**src/hw/rtl/jqd_ram.sv**
```systemverilog
`timescale 1ns / 1ps
`default_nettype none

module jqd_ram #(
    parameter int WIDTH = 8,
    parameter int DEPTH = 64
) (
    input  wire logic                     clk,
    input  wire logic                     wr_en,
    input  wire logic [$clog2(DEPTH)-1:0] wr_addr,
    input  wire logic [WIDTH-1:0]         wr_data,
    input  wire logic                     rd_en,
    input  wire logic [$clog2(DEPTH)-1:0] rd_addr,
    output logic      [WIDTH-1:0]         rd_data
);

    logic [WIDTH-1:0] mem [DEPTH];

    // Write port
    always_ff @(posedge clk)
    begin
        if (wr_en)
        begin
            mem[wr_addr] <= wr_data;
        end
    end

    // Registered read port
    always_ff @(posedge clk)
    begin
        if (rd_en)
        begin
            rd_data <= mem[rd_addr];
        end
    end

endmodule

`default_nettype wire

```
**config.mk**
```make
export PLATFORM = sky130hd
export DESIGN_NAME = jqd_ram
export DESIGN_NICKNAME = d
export VERILOG_FILES = /design/src/hw/rtl/jqd_ram.sv
export SDC_FILE = /design/constraint.sdc
export NUM_CORES = 1
export LEC_CHECK = 0
export ABC_AREA = 1
export CELL_PAD_IN_SITES_DETAIL_PLACEMENT = 0
export CELL_PAD_IN_SITES_GLOBAL_PLACEMENT = 1
export CORE_ASPECT_RATIO = 1.75
export CORE_MARGIN = 2
export CORE_UTILIZATION = 47
export CTS_CLUSTER_DIAMETER = 120
export DETAILED_ROUTE_END_ITERATION = 10
export DONT_BUFFER_PORTS = 1
export PLACE_DENSITY = 0.83
export SYNTH_ARGS = -nofsm -noshare
export SYNTH_HDL_FRONTEND = slang
export SYNTH_SLANG_ARGS = --single-unit
```
**constraint.sdc**
```tcl
create_clock -name clk -period 1.78 [get_ports clk]
set_input_delay 0.089 -clock clk [delete_from_list [all_inputs] [get_ports clk]]
set_output_delay 0.089 -clock clk [all_outputs]
set_load 0.005 [all_outputs]
```
==> out/metrics.cfg <==
[routing]
vias = 13896
wl_per_cell_um = 22.3
first_iter_violations = 1498
routed_via_density = 5.63
routed_wirelength_mm = 54.9
drc = 0
drt.antenna.violating_nets = 0
dr.pass1.iters = 5

[synth]
synth_area_per_cell_um2 = 11.9
ys_seq_area_share_pct = 72.9
netlist_instances = 1805
synth-seq-cells = 520
yosys_warnings = 0
synth_top_cell_by_area = edfxtp_1
syn_area_mm2 = 0.0214
synth_area_leaders = edfxtp_1 73%, nand2_1 11%, nand3_1 10%
synth_top_cell_area_share_pct = 72.9
yosysUniqueCellTypes = 15
syn_nets = 1828

[floorplanning]
ios = 31
die_w_um = 165
rows = 103
coreArea_mm2 = 0.0451
initial_core_util_pct = 47.5
die_area_mm2 = 0.0474
fp.dieH_um = 286

[placement]
pre_cts_slack_ns = -0.0244
globalplace.congestion = 0.845
placed_cells = 2365
portBuffers = 0
hpwl_mm = 32.0

[pwr]
total_power_mw = 24.1
ir_drop_uv = 655
p_per_area_mw_per_mm2 = 1010
p_leak_nw = 8.63

[layout]
final_core_util_pct = 53.0
diodes = 0
fill_cells = 3771
drive_gt1_share_pct = 8.68
multi_input_area_mm2 = 0.00495
layout_commonest_cell = nand2_1
nets = 1881
layout_common_cells = 648 x nand2_1, 520 x edfxtp_1, 439 x nand3_1
fin_cells = 2467
regArea_mm2 = 0.0156
syn_to_final_growth_pct = 11.7

[global_routing]
grt-busiest-layer = met2
met2_usage_pct = 41.1
grt_max_degree = 258
grt.total_usage_pct = 23.5
grt_pass1_vias = 13805
grt_use_met1_pct = 26.5
antenna_found_initial = 2
grtUsageMet3_pct = 3.69
grt_pass1_wl_mm = 82.0
gr-total-overflow = 0

[sta]
fmax_mhz = 611
slew_violations = 0
fin_crit_sh_pct = 91.9
tightest_slew_ns = 0.809
finClkSkew_ns = 0.0141
min_period_ns = 1.64
tns_ns = 0
maxSlewHeadroom_pct = 45.9
rsz0062_at_grt = no
setup_slack_ns = 0.144
hold_viol_final = 0
setup_viol = 0

[clocking]
htreeDepth = 2
numClockSinks = 520
cts_made_buffers = 42
cts_tree = built
clockBufferDepth = 3
cts_resized = 0
clk_pin_slew_worst_paths_ns = 0.07
clk_latency_ns = 0.57
root_buffer = clkbuf_16

[setup_path]
crit_path_max_fanout = 1
worst_setup_path_start_kind = register
cp_cell_sequence = nand2_1 > nand3_1 > nand3_1 > nand2_1 > nand2_1 > nand3_1 > nand3_1 > nand2_1
critical_path_arrival_ns = 1.95
cp.required_ns = 2.09
crit_buf_inv = 0
crit_type = reg -> reg
max_stage_delay_ns = 0.35
worst_setup_path_end_kind = register
critPathTopFamily = simple AND/OR/NAND/NOR gates
critPathSlowestCell = edfxtp_1

[hold_path]
hp-class = in -> reg

[outcome]
outcome = completed

[job]
drv_cap = 0

## area by class of cell
type	count	area share [%]
multi-input combinational	1160	20.7
tap	577	3.02
timing repair buffer	122	5.30
sequential	520	65.3
clock buffer	54	4.85
inverter	12	0.220
clock inverter	22	0.638
## layer usage
| metal | share of wire, % | up-vias |
|---|---|---|
| met3 | 6.5 | 159 |
| met1 | 35 | 6750 |
| met2 | 52 | 541 |
| met5 | 0.024 | - |
| met4 | 6.6 | 2 |
| li1 | - | 6444 |
## final timing paths
check | startpoint | cells past startpoint | to | slack, ns
worst max-delay path | mem[51][5] | 8 | rd_data[5] | 0.14
worst min-delay path | rd_addr[2] | 6 | rd_data[7] | 0.02
worst max register to register | mem[51][5] | 8 | rd_data[5] | 0.14
worst min register to register | mem[36][4] | 8 | rd_data[4] | 0.89
## cells in the mapped netlist
cell type  instances
nand4_1            9
clkbuf_1          15
nor4_1             8
nor2_1            56
inv_2              1
nand3_1          439
buf_8              2
buf_1             10
buf_4             14
inv_6              1
buf_6             35
nand2_1          648
buf_2             37
inv_1             10
edfxtp_1         520
## through the flow
step	hold slack, ns	cell area (um2)
after global placement	0.195	22200
final	0.0182	23900
after floorplan	0.188	21400
after CTS	0.00230	23900
after detailed placement	0.195	22200
after global routing	0.0418	23900
## registers in the layout, indices dropped and copies added, names as in the netlist
register / count
mem: 512
rd_data: 8
## repair_timing
item,CTS,global route
setup endpoints to repair,0,0
setup buffers,0,0
endpoints found under the hold margin,587,0
hold buffers,26,0
## cell families (layout without fill, tap and decap cells)
kind of cell | Yosys count | after routing | share of synthesized area [%]
and+or+nand+nor | 1160 | 1160 | 23.1
DFF | 520 | 520 | 72.9
buffers and inverters | 125 | 210 | 4.01
## report_power, final
| part | internal [mW] | switching (mW) | total (mW) | leakage [nW] |
|---|---|---|---|---|
| registers | 13.6 | 0.0393 | 13.6 | 4.69 |
| logic | 0.452 | 1.01 | 1.46 | 3.31 |
| clock network | 4.90 | 4.13 | 9.03 | 0.642 |
| total | 18.9 | 5.18 | 24.1 | 8.63 |
## worst reg2reg max path: stages, from the launching register on
cell and delay, ns:
edfxtp_1 0.35, nand2_1 0.07, nand3_1 0.18, nand3_1 0.13, nand2_1 0.07, nand2_1 0.06
nand3_1 0.26, nand3_1 0.19, nand2_1 0.07
Power figures use the tool's default switching activity.
